File: config.mk
export PLATFORM = sky130hd
export DESIGN_NAME = hsv_to_rgb_rainbow_unit_flat
export DESIGN_NICKNAME = d
export VERILOG_FILES = /design/src/hdl/hsv_pkg.sv /design/src/hdl/hsv_req_if.sv /design/src/hdl/hsv_rsp_if.sv /design/src/hdl/hsv_ramp_stage.sv /design/src/hdl/hsv_map_stage.sv /design/src/hdl/hsv_desat_stage.sv /design/src/hdl/hsv_value_stage.sv /design/src/hdl/hsv_to_rgb_rainbow_unit.sv /design/src/flat_wrapper.sv
export SDC_FILE = /design/constraint.sdc
export NUM_CORES = 1
export LEC_CHECK = 0
export ABC_AREA = 1
export BUFFER_PORTS_ARGS = -buffer_cell sky130_fd_sc_hd__buf_4
export CAP_MARGIN = 10
export CORE_UTILIZATION = 55
export CTS_CLUSTER_DIAMETER = 60
export DETAILED_ROUTE_END_ITERATION = 12
export PLACE_DENSITY = 0.79
export SYNTH_ARGS = -nofsm -noshare
export SYNTH_HDL_FRONTEND = slang
export SYNTH_SLANG_ARGS = --single-unit
File: constraint.sdc
create_clock -name clock -period 12.9 [get_ports clock]
set_input_delay 0.645 -clock clock [delete_from_list [all_inputs] [get_ports clock]]
set_output_delay 0.645 -clock clock [all_outputs]
set_load 0.02 [all_outputs]
File: src/hdl/hsv_pkg.sv
`default_nettype none

package hsv_pkg;

   // Channel limits and ramp scale factors
   localparam logic [7:0] MAX_CHAN         = 8'd255;
   localparam logic [4:0] RAMP_MASK        = 5'h1F;
   localparam logic [7:0] THIRD_SCALE      = 8'(256 / 3);
   localparam logic [7:0] TWO_THIRDS_SCALE = 8'((256 * 2) / 3);

   // Fixed levels of the rainbow map
   localparam logic [7:0] LEVEL_RISE_TOP = 8'd171;
   localparam logic [7:0] LEVEL_THIRD    = 8'd85;
   localparam logic [7:0] LEVEL_TWO_3RD  = 8'd170;
   localparam logic [7:0] PINK_RED       = 8'd170;
   localparam logic [7:0] PINK_BLUE      = 8'd85;

   // Hue sections, top three hue bits
   localparam logic [2:0] SEC_RED    = 3'd0;
   localparam logic [2:0] SEC_ORANGE = 3'd1;
   localparam logic [2:0] SEC_YELLOW = 3'd2;
   localparam logic [2:0] SEC_GREEN  = 3'd3;
   localparam logic [2:0] SEC_AQUA   = 3'd4;
   localparam logic [2:0] SEC_BLUE   = 3'd5;
   localparam logic [2:0] SEC_PURPLE = 3'd6;
   localparam logic [2:0] SEC_PINK   = 3'd7;

   typedef struct packed {
      logic [7:0] red;
      logic [7:0] green;
      logic [7:0] blue;
   } rgb_type;

   // After the ramp stage
   typedef struct packed {
      logic [2:0] section;
      logic [7:0] third;
      logic [7:0] two_thirds;
      logic [7:0] floor;
      logic       grey;
      logic       full_sat;
      logic [7:0] brightness;
   } ramp_type;

   // After the section map
   typedef struct packed {
      rgb_type    color;
      logic [7:0] floor;
      logic       grey;
      logic       full_sat;
      logic [7:0] brightness;
   } color_type;

   // After desaturation
   typedef struct packed {
      rgb_type    color;
      logic       grey;
      logic [7:0] brightness;
   } shade_type;

endpackage

`default_nettype wire

File: src/hdl/hsv_req_if.sv
`default_nettype none

interface hsv_req_if;
   logic       valid;
   logic       ready;
   logic [7:0] hue;
   logic [7:0] saturation;
   logic [7:0] brightness;

   modport source (output valid, output hue, output saturation, output brightness,
                   input ready);
   modport sink   (input valid, input hue, input saturation, input brightness,
                   output ready);
endinterface

`default_nettype wire

File: src/hdl/hsv_rsp_if.sv
`default_nettype none

interface hsv_rsp_if;
   logic       valid;
   logic       ready;
   logic [7:0] red;
   logic [7:0] green;
   logic [7:0] blue;

   modport source (output valid, output red, output green, output blue, input ready);
   modport sink   (input valid, input red, input green, input blue, output ready);
endinterface

`default_nettype wire

File: src/hdl/hsv_ramp_stage.sv
`default_nettype none

module hsv_ramp_stage
   import hsv_pkg::*;
(
   input  wire logic       clock,
   input  wire logic       reset,
   input  wire logic       in_valid,
   output      logic       in_ready,
   input  wire logic [7:0] hue,
   input  wire logic [7:0] saturation,
   input  wire logic [7:0] brightness,
   output      logic       out_valid,
   input  wire logic       out_ready,
   output      ramp_type   out_data
);

   logic        valid_ff;
   ramp_type    data_ff;
   ramp_type    data_in;
   logic [7:0]  ramp;
   logic [15:0] third_prod;
   logic [15:0] two_prod;
   logic [7:0]  sat_gap;
   logic [15:0] sat_gap_sq;

   // Scale the ramp to thirds and square the saturation distance
   always_comb begin
      ramp       = {hue[4:0] & RAMP_MASK, 3'b000};
      third_prod = ramp * THIRD_SCALE;
      two_prod   = ramp * TWO_THIRDS_SCALE;
      sat_gap    = MAX_CHAN - saturation;
      sat_gap_sq = sat_gap * sat_gap;

      data_in.section    = hue[7:5];
      data_in.third      = third_prod[15:8];
      data_in.two_thirds = two_prod[15:8];
      data_in.floor      = sat_gap_sq[15:8] + 8'd1;
      data_in.grey       = (saturation == 8'd0);
      data_in.full_sat   = (saturation == MAX_CHAN);
      data_in.brightness = brightness;
   end

   assign in_ready = !valid_ff || out_ready;

   // Advance the valid bit when the stage may move
   always_ff @(posedge clock) begin
      if (reset) begin
         valid_ff <= 1'b0;
      end else if (in_ready) begin
         valid_ff <= in_valid;
      end
   end

   // Load the payload on an accepted request
   always_ff @(posedge clock) begin
      if (in_ready && in_valid) begin
         data_ff <= data_in;
      end
   end

   assign out_valid = valid_ff;
   assign out_data  = data_ff;

endmodule

`default_nettype wire

File: src/hdl/hsv_map_stage.sv
`default_nettype none

module hsv_map_stage
   import hsv_pkg::*;
(
   input  wire logic      clock,
   input  wire logic      reset,
   input  wire logic      in_valid,
   output      logic      in_ready,
   input  wire ramp_type  in_data,
   output      logic      out_valid,
   input  wire logic      out_ready,
   output      color_type out_data
);

   logic      valid_ff;
   color_type data_ff;
   color_type data_in;
   logic [7:0] t;
   logic [7:0] w;

   // Pick the section color
   always_comb begin
      t = in_data.third;
      w = in_data.two_thirds;
      data_in.floor      = in_data.floor;
      data_in.grey       = in_data.grey;
      data_in.full_sat   = in_data.full_sat;
      data_in.brightness = in_data.brightness;
      case (in_data.section)
         SEC_RED: begin
            data_in.color = '{red: MAX_CHAN - t, green: t, blue: 8'd0};
         end
         SEC_ORANGE: begin
            data_in.color = '{red: LEVEL_RISE_TOP, green: LEVEL_THIRD + t, blue: 8'd0};
         end
         SEC_YELLOW: begin
            data_in.color = '{red: LEVEL_RISE_TOP - w, green: LEVEL_TWO_3RD + t,
                              blue: 8'd0};
         end
         SEC_GREEN: begin
            data_in.color = '{red: 8'd0, green: MAX_CHAN - t, blue: t};
         end
         SEC_AQUA: begin
            data_in.color = '{red: 8'd0, green: LEVEL_RISE_TOP - w, blue: LEVEL_THIRD + t};
         end
         SEC_BLUE: begin
            data_in.color = '{red: t, green: 8'd0, blue: MAX_CHAN - t};
         end
         SEC_PURPLE: begin
            data_in.color = '{red: LEVEL_THIRD + t, green: 8'd0,
                              blue: LEVEL_RISE_TOP - w};
         end
         SEC_PINK: begin
            data_in.color = '{red: PINK_RED, green: 8'd0, blue: PINK_BLUE};
         end
         default: begin
            data_in.color = '{red: 8'd0, green: 8'd0, blue: 8'd0};
         end
      endcase
   end

   assign in_ready = !valid_ff || out_ready;

   // Advance the valid bit when the stage may move
   always_ff @(posedge clock) begin
      if (reset) begin
         valid_ff <= 1'b0;
      end else if (in_ready) begin
         valid_ff <= in_valid;
      end
   end

   // Load the payload on an accepted request
   always_ff @(posedge clock) begin
      if (in_ready && in_valid) begin
         data_ff <= data_in;
      end
   end

   assign out_valid = valid_ff;
   assign out_data  = data_ff;

endmodule

`default_nettype wire

File: src/hdl/hsv_desat_stage.sv
`default_nettype none

module hsv_desat_stage
   import hsv_pkg::*;
(
   input  wire logic      clock,
   input  wire logic      reset,
   input  wire logic      in_valid,
   output      logic      in_ready,
   input  wire color_type in_data,
   output      logic      out_valid,
   input  wire logic      out_ready,
   output      shade_type out_data
);

   logic        valid_ff;
   shade_type   data_ff;
   shade_type   data_in;
   logic [7:0]  keep;
   logic [15:0] red_prod;
   logic [15:0] green_prod;
   logic [15:0] blue_prod;
   logic [7:0]  red_dim;
   logic [7:0]  green_dim;
   logic [7:0]  blue_dim;

   // Scale nonzero channels by the kept share and add the floor; full saturation passes the color unchanged
   always_comb begin
      keep       = MAX_CHAN - in_data.floor;
      red_prod   = in_data.color.red * keep;
      green_prod = in_data.color.green * keep;
      blue_prod  = in_data.color.blue * keep;
      red_dim    = (in_data.color.red == 8'd0) ? 8'd0 : red_prod[15:8] + 8'd1;
      green_dim  = (in_data.color.green == 8'd0) ? 8'd0 : green_prod[15:8] + 8'd1;
      blue_dim   = (in_data.color.blue == 8'd0) ? 8'd0 : blue_prod[15:8] + 8'd1;

      data_in.grey       = in_data.grey;
      data_in.brightness = in_data.brightness;
      if (in_data.full_sat) begin
         data_in.color = in_data.color;
      end else begin
         data_in.color.red   = red_dim + in_data.floor;
         data_in.color.green = green_dim + in_data.floor;
         data_in.color.blue  = blue_dim + in_data.floor;
      end
   end

   assign in_ready = !valid_ff || out_ready;

   // Advance the valid bit when the stage may move
   always_ff @(posedge clock) begin
      if (reset) begin
         valid_ff <= 1'b0;
      end else if (in_ready) begin
         valid_ff <= in_valid;
      end
   end

   // Load the payload on an accepted request
   always_ff @(posedge clock) begin
      if (in_ready && in_valid) begin
         data_ff <= data_in;
      end
   end

   assign out_valid = valid_ff;
   assign out_data  = data_ff;

endmodule

`default_nettype wire

File: src/hdl/hsv_value_stage.sv
`default_nettype none

module hsv_value_stage
   import hsv_pkg::*;
(
   input  wire logic      clock,
   input  wire logic      reset,
   input  wire logic      in_valid,
   output      logic      in_ready,
   input  wire shade_type in_data,
   output      logic      out_valid,
   input  wire logic      out_ready,
   output      rgb_type   out_data
);

   logic        valid_ff;
   rgb_type     data_ff;
   rgb_type     data_in;
   logic [7:0]  level;
   logic [15:0] red_prod;
   logic [15:0] green_prod;
   logic [15:0] blue_prod;

   // Scale by brightness; grey input passes brightness straight through
   always_comb begin
      level      = in_data.brightness;
      red_prod   = in_data.color.red * level;
      green_prod = in_data.color.green * level;
      blue_prod  = in_data.color.blue * level;
      if (in_data.grey) begin
         data_in = '{red: level, green: level, blue: level};
      end else if (level == MAX_CHAN) begin
         data_in = in_data.color;
      end else if (level == 8'd0) begin
         data_in = '{red: 8'd0, green: 8'd0, blue: 8'd0};
      end else begin
         data_in.red   = (in_data.color.red == 8'd0) ? 8'd0 : red_prod[15:8] + 8'd1;
         data_in.green = (in_data.color.green == 8'd0) ? 8'd0 : green_prod[15:8] + 8'd1;
         data_in.blue  = (in_data.color.blue == 8'd0) ? 8'd0 : blue_prod[15:8] + 8'd1;
      end
   end

   assign in_ready = !valid_ff || out_ready;

   // Advance the valid bit when the output register may move
   always_ff @(posedge clock) begin
      if (reset) begin
         valid_ff <= 1'b0;
      end else if (in_ready) begin
         valid_ff <= in_valid;
      end
   end

   // Load the result on an accepted request
   always_ff @(posedge clock) begin
      if (in_ready && in_valid) begin
         data_ff <= data_in;
      end
   end

   assign out_valid = valid_ff;
   assign out_data  = data_ff;

endmodule

`default_nettype wire

File: src/hdl/hsv_to_rgb_rainbow_unit.sv
// Rainbow-map HSV to RGB converter, 8 bits per channel. It takes one pixel
// request per clock while the result side does not stall, and returns one
// RGB result per request, in order. The four register stages are: ramp
// scaling and the saturation square, the section color select,
// desaturation (one 8x8 multiplier per channel) and brightness scaling
// (one 8x8 multiplier per channel), whose register drives rsp_port.
// Each stage holds its pixel while the next one is full, so up to four
// pixels are in flight and a stall neither drops nor repeats any of them.
`default_nettype none

module hsv_to_rgb_rainbow_unit
   import hsv_pkg::*;
(
   input  wire logic  clock,
   input  wire logic  reset,
   hsv_req_if.sink    req_port,
   hsv_rsp_if.source  rsp_port
);

   logic      ramp_valid;
   logic      ramp_ready;
   ramp_type  ramp_data;
   logic      col_valid;
   logic      col_ready;
   color_type col_data;
   logic      shd_valid;
   logic      shd_ready;
   shade_type shd_data;
   rgb_type   out_data;

   hsv_ramp_stage u_ramp (
      .clock      (clock),
      .reset      (reset),
      .in_valid   (req_port.valid),
      .in_ready   (req_port.ready),
      .hue        (req_port.hue),
      .saturation (req_port.saturation),
      .brightness (req_port.brightness),
      .out_valid  (ramp_valid),
      .out_ready  (ramp_ready),
      .out_data   (ramp_data)
   );

   hsv_map_stage u_map (
      .clock     (clock),
      .reset     (reset),
      .in_valid  (ramp_valid),
      .in_ready  (ramp_ready),
      .in_data   (ramp_data),
      .out_valid (col_valid),
      .out_ready (col_ready),
      .out_data  (col_data)
   );

   hsv_desat_stage u_desat (
      .clock     (clock),
      .reset     (reset),
      .in_valid  (col_valid),
      .in_ready  (col_ready),
      .in_data   (col_data),
      .out_valid (shd_valid),
      .out_ready (shd_ready),
      .out_data  (shd_data)
   );

   hsv_value_stage u_value (
      .clock     (clock),
      .reset     (reset),
      .in_valid  (shd_valid),
      .in_ready  (shd_ready),
      .in_data   (shd_data),
      .out_valid (rsp_port.valid),
      .out_ready (rsp_port.ready),
      .out_data  (out_data)
   );

   // Drive the result channel
   assign rsp_port.red   = out_data.red;
   assign rsp_port.green = out_data.green;
   assign rsp_port.blue  = out_data.blue;

`ifndef SYNTHESIS
   // Reset empties the output register
   a_reset_empty: assert property (@(posedge clock) reset |=> !rsp_port.valid)
      else $error("result valid after reset");

   // A stalled desaturated pixel holds in place
   a_shade_hold: assert property (@(posedge clock) disable iff (reset)
      (shd_valid && !shd_ready) |=> (shd_valid && $stable(shd_data)))
      else $error("desaturated pixel lost under stall");

   // Zero brightness always gives black
   a_black: assert property (@(posedge clock) disable iff (reset)
      (shd_valid && shd_ready && shd_data.brightness == 8'd0) |=>
      (rsp_port.red == 8'd0 && rsp_port.green == 8'd0 && rsp_port.blue == 8'd0))
      else $error("zero brightness not black");

   // A lit red channel never lands exactly on the floor after desaturation
   a_desat_lit: assert property (@(posedge clock) disable iff (reset)
      (col_valid && col_ready && !col_data.full_sat && !col_data.grey &&
       col_data.color.red != 8'd0) |=> (shd_data.color.red != $past(col_data.floor)))
      else $error("lit red channel collapsed to floor");
`endif

endmodule

`default_nettype wire

File: src/flat_wrapper.sv
// flat-port wrapper written by rule: the top's interface ports become plain ports
module hsv_to_rgb_rainbow_unit_flat import hsv_pkg::*;
  (clock, reset, req_port_valid, req_port_hue, req_port_saturation, req_port_brightness, req_port_ready, rsp_port_valid, rsp_port_red, rsp_port_green, rsp_port_blue, rsp_port_ready);
  hsv_req_if req_port_i ();
  hsv_rsp_if rsp_port_i ();
  input  wire logic clock;
  input  wire logic reset;
  input wire logic [$bits(req_port_i.valid)-1:0] req_port_valid;
  input wire logic [$bits(req_port_i.hue)-1:0] req_port_hue;
  input wire logic [$bits(req_port_i.saturation)-1:0] req_port_saturation;
  input wire logic [$bits(req_port_i.brightness)-1:0] req_port_brightness;
  output wire logic [$bits(req_port_i.ready)-1:0] req_port_ready;
  output wire logic [$bits(rsp_port_i.valid)-1:0] rsp_port_valid;
  output wire logic [$bits(rsp_port_i.red)-1:0] rsp_port_red;
  output wire logic [$bits(rsp_port_i.green)-1:0] rsp_port_green;
  output wire logic [$bits(rsp_port_i.blue)-1:0] rsp_port_blue;
  input wire logic [$bits(rsp_port_i.ready)-1:0] rsp_port_ready;
  assign req_port_i.valid = req_port_valid;
  assign req_port_i.hue = req_port_hue;
  assign req_port_i.saturation = req_port_saturation;
  assign req_port_i.brightness = req_port_brightness;
  assign req_port_ready = req_port_i.ready;
  assign rsp_port_valid = rsp_port_i.valid;
  assign rsp_port_red = rsp_port_i.red;
  assign rsp_port_green = rsp_port_i.green;
  assign rsp_port_blue = rsp_port_i.blue;
  assign rsp_port_i.ready = rsp_port_ready;
  hsv_to_rgb_rainbow_unit u_core (.clock(clock), .reset(reset), .req_port(req_port_i), .rsp_port(rsp_port_i));
endmodule
==> results_dict.tcl <==
set metrics [dict create \
    status "finished, final reports clean" \
    postPlaceCellArea_um2 23280 \
    seq_area_frac_synth 0.1749 \
    finClkSkew_ns 0.01468 \
    cp_num_buf_inv 3 \
    clock_path_buffers 2 \
    final_nets 3557 \
    clkSinkCount 132 \
    netlist_area_um2 22430 \
    hp-class "input pin to flop" \
    fillers 3605 \
    setup_tns_ns 0 \
    start_util 0.5606 \
    yosys_warnings 0 \
    core_um2 40010 \
    synth-edff-count 128 \
    setup_violations 0 \
    yosys.cell_types.count 61 \
    grt_pass1_vias 19834 \
    clock_latency_ns 0.44 \
    ios 54 \
    max_slew.worst_pin.slew_ns 0.9091 \
    hold_buffers 0 \
    rsz0062_at_grt "false" \
    post_cts_buffers 0 \
    place_congestion 0.9166 \
    startpoint_type "flop" \
    area_growth_pct 6.331 \
    required_ns 13.08 \
    die_width_um 203.9 \
    overflow 0 \
    drc 0 \
    hold_violations 0 \
    grt_pass1_wl_um 93500 \
    cpPeakStageDelay_ns 0.77 \
    fin_hold_ws_ns 0.3828 \
    wl_um 55280 \
    tritoncts "yes" \
    postCtsResizedCells 0 \
    min_period_over_period 0.5306 \
    dieArea_um2 41590 \
    max_freq_ghz 0.1461 \
    synth_top_flop_cell "edfxtp_1" \
    final_util 0.5961 \
    viasPerCell 5.434 \
    synthCells 3015 \
    cp_top_family "adder cells" \
    layout-drive-gt1-share 0.05464 \
    syn_avg_cell_area_um2 7.439 \
    drv_slew 0 \
    h-tree-depth 4 \
    ys_ff_latch 132 \
    die_h_um 203.9 \
    relSlewSlack 0.3893 \
    arrival_ns 7.03 \
    drtIter0Drc 1428 \
    finalCriticalPeriod_ns 6.845 \
    grt_max_degree 43 \
    clock-root-buffer "clkbuf_16" \
    async_reset_ff_frac 0 \
    grt_use_total 0.2787 \
    fin_area_um2 23850 \
    portBuffers 53 \
    path_class "flop to flop" \
    maxCapViolations 0 \
    critPathCaptureType "flop" \
    wl_per_cell_um 15.52 \
    num_rows 73 \
    path_max_fanout 19 \
    dp_hpwl_um 43570 \
    synth_nets 3547 \
    clkTransAtPathRegs_ns 0.06 \
    cts_made_buffers 17 \
    firstDrtPassIters 6 \
    antenna_left 0 \
    slowest_stage "edfxtp_1" \
    vias 19363 \
    crit_top_cell "nand2_1" \
    num_antenna_cells 0 \
    antenna_found_initial 0 \
]
-- sequential cells by signal, summed over array words and instances (netlist names) --
signal / flops
u_core.u_map.out_data: 42
u_core.u_ramp.out_data: 29
u_core.u_map.out_valid: 1
u_core.u_value.out_data: 24
u_core.u_desat.out_data: 33
u_core.u_desat.out_valid: 1
u_core.u_ramp.out_valid: 1
u_core.u_value.out_valid: 1
-- stage by stage --
stage / setup slack [ns] / cells
CTS: 6.109 / 3563
detailed placement: 6.167 / 3531
finish: 6.055 / 3563
floorplan: 7.021 / 3015
global route: 5.637 / 3563
global placement: 6.378 / 3531
-- logic make-up (layout without fill, tap and decap cells) --
family | Yosys count | after routing | synth area share
other | 1 | 1 | 0.0001672
and+or+nand+nor | 1282 | 1282 | 0.2393
buffers and inverters | 767 | 790 | 0.1310
DFF | 132 | 132 | 0.1749
xor gates and xnor gates | 51 | 51 | 0.02125
AOI/OAI and AO/OA | 278 | 278 | 0.07179
adders and majority gates | 504 | 504 | 0.3615
-- worst paths after layout --
| kind | cells past startpoint | slack, ns | endpoint | from |
|---|---|---|---|---|
| max | 27 | 6.05 | u_core.u_desat.out_data[32] | u_core.u_map.out_data[17] |
| min | 1 | 0.38 | u_core.u_ramp.out_data[6] | req_port_brightness[6] |
| max reg2reg | 27 | 6.05 | u_core.u_desat.out_data[32] | u_core.u_map.out_data[17] |
| min reg2reg | 0 | 0.42 | u_core.u_map.out_data[1] | u_core.u_ramp.out_data[1] |
-- layout by cell type, fill, tap and decap left out, types with 7 or more instances in the layout --
master and count:
nor2_1 331, nand4_1 22, ha_1 264, buf_4 74, fa_1 240, o22ai_1 9, nand3_1 114, a21o_1 7
nand2_2 13, nand3_2 7, nand3b_1 8, xor2_1 33, o21ai_0 80, o21bai_1 11, a31oi_1 7, nor4_1 12
clkbuf_16 17, a21oi_1 112, xnor2_1 14, inv_1 678, o221ai_1 7, nor3_1 19, edfxtp_1 128, nor2_2 7
nand2_1 720
-- metal layers --
layer	GRT usage	wire [um]	up-vias
met5	0	0	-
met1	0.3466	22890	9213
met4	0.07942	1252	0
met3	0.04321	3895	114
met2	0.4981	27250	718
li1	-	-	9318
-- final cells by class --
class	count	area [um^2]	share of cell area
clock buffers	19	452.9	0.01899
flip-flops and latches	132	3924	0.1645
clock inverters	13	113.9	0.004774
repair buffers	74	555.5	0.02329
inverters	684	2575	0.1080
multi-input cells	2116	15570	0.6529
well taps	525	656.9	0.02754
-- Yosys cell counts, drive strengths merged (9+ instances only) --
master | number | area, um^2
nor3 | 27 | 193.9
a21oi | 112 | 560.5
nand4 | 22 | 137.6
nor4 | 12 | 75.07
fa | 240 | 4805
edfxtp | 128 | 3844
nor2 | 344 | 1349
ha | 264 | 3303
xnor2 | 14 | 122.6
xor2 | 37 | 354.1
o22ai | 9 | 56.30
nand3b | 9 | 71.32
nand3 | 121 | 640.6
inv | 681 | 2564
o21bai | 12 | 93.84
nand2 | 737 | 2829
o21ai | 86 | 434.2
buf | 25 | 146.4
clkbuf | 58 | 217.7
Power is left out: the tool's default activity adds up to more than one toggle a clock period on the data nets, which glitch-free logic cannot reach.
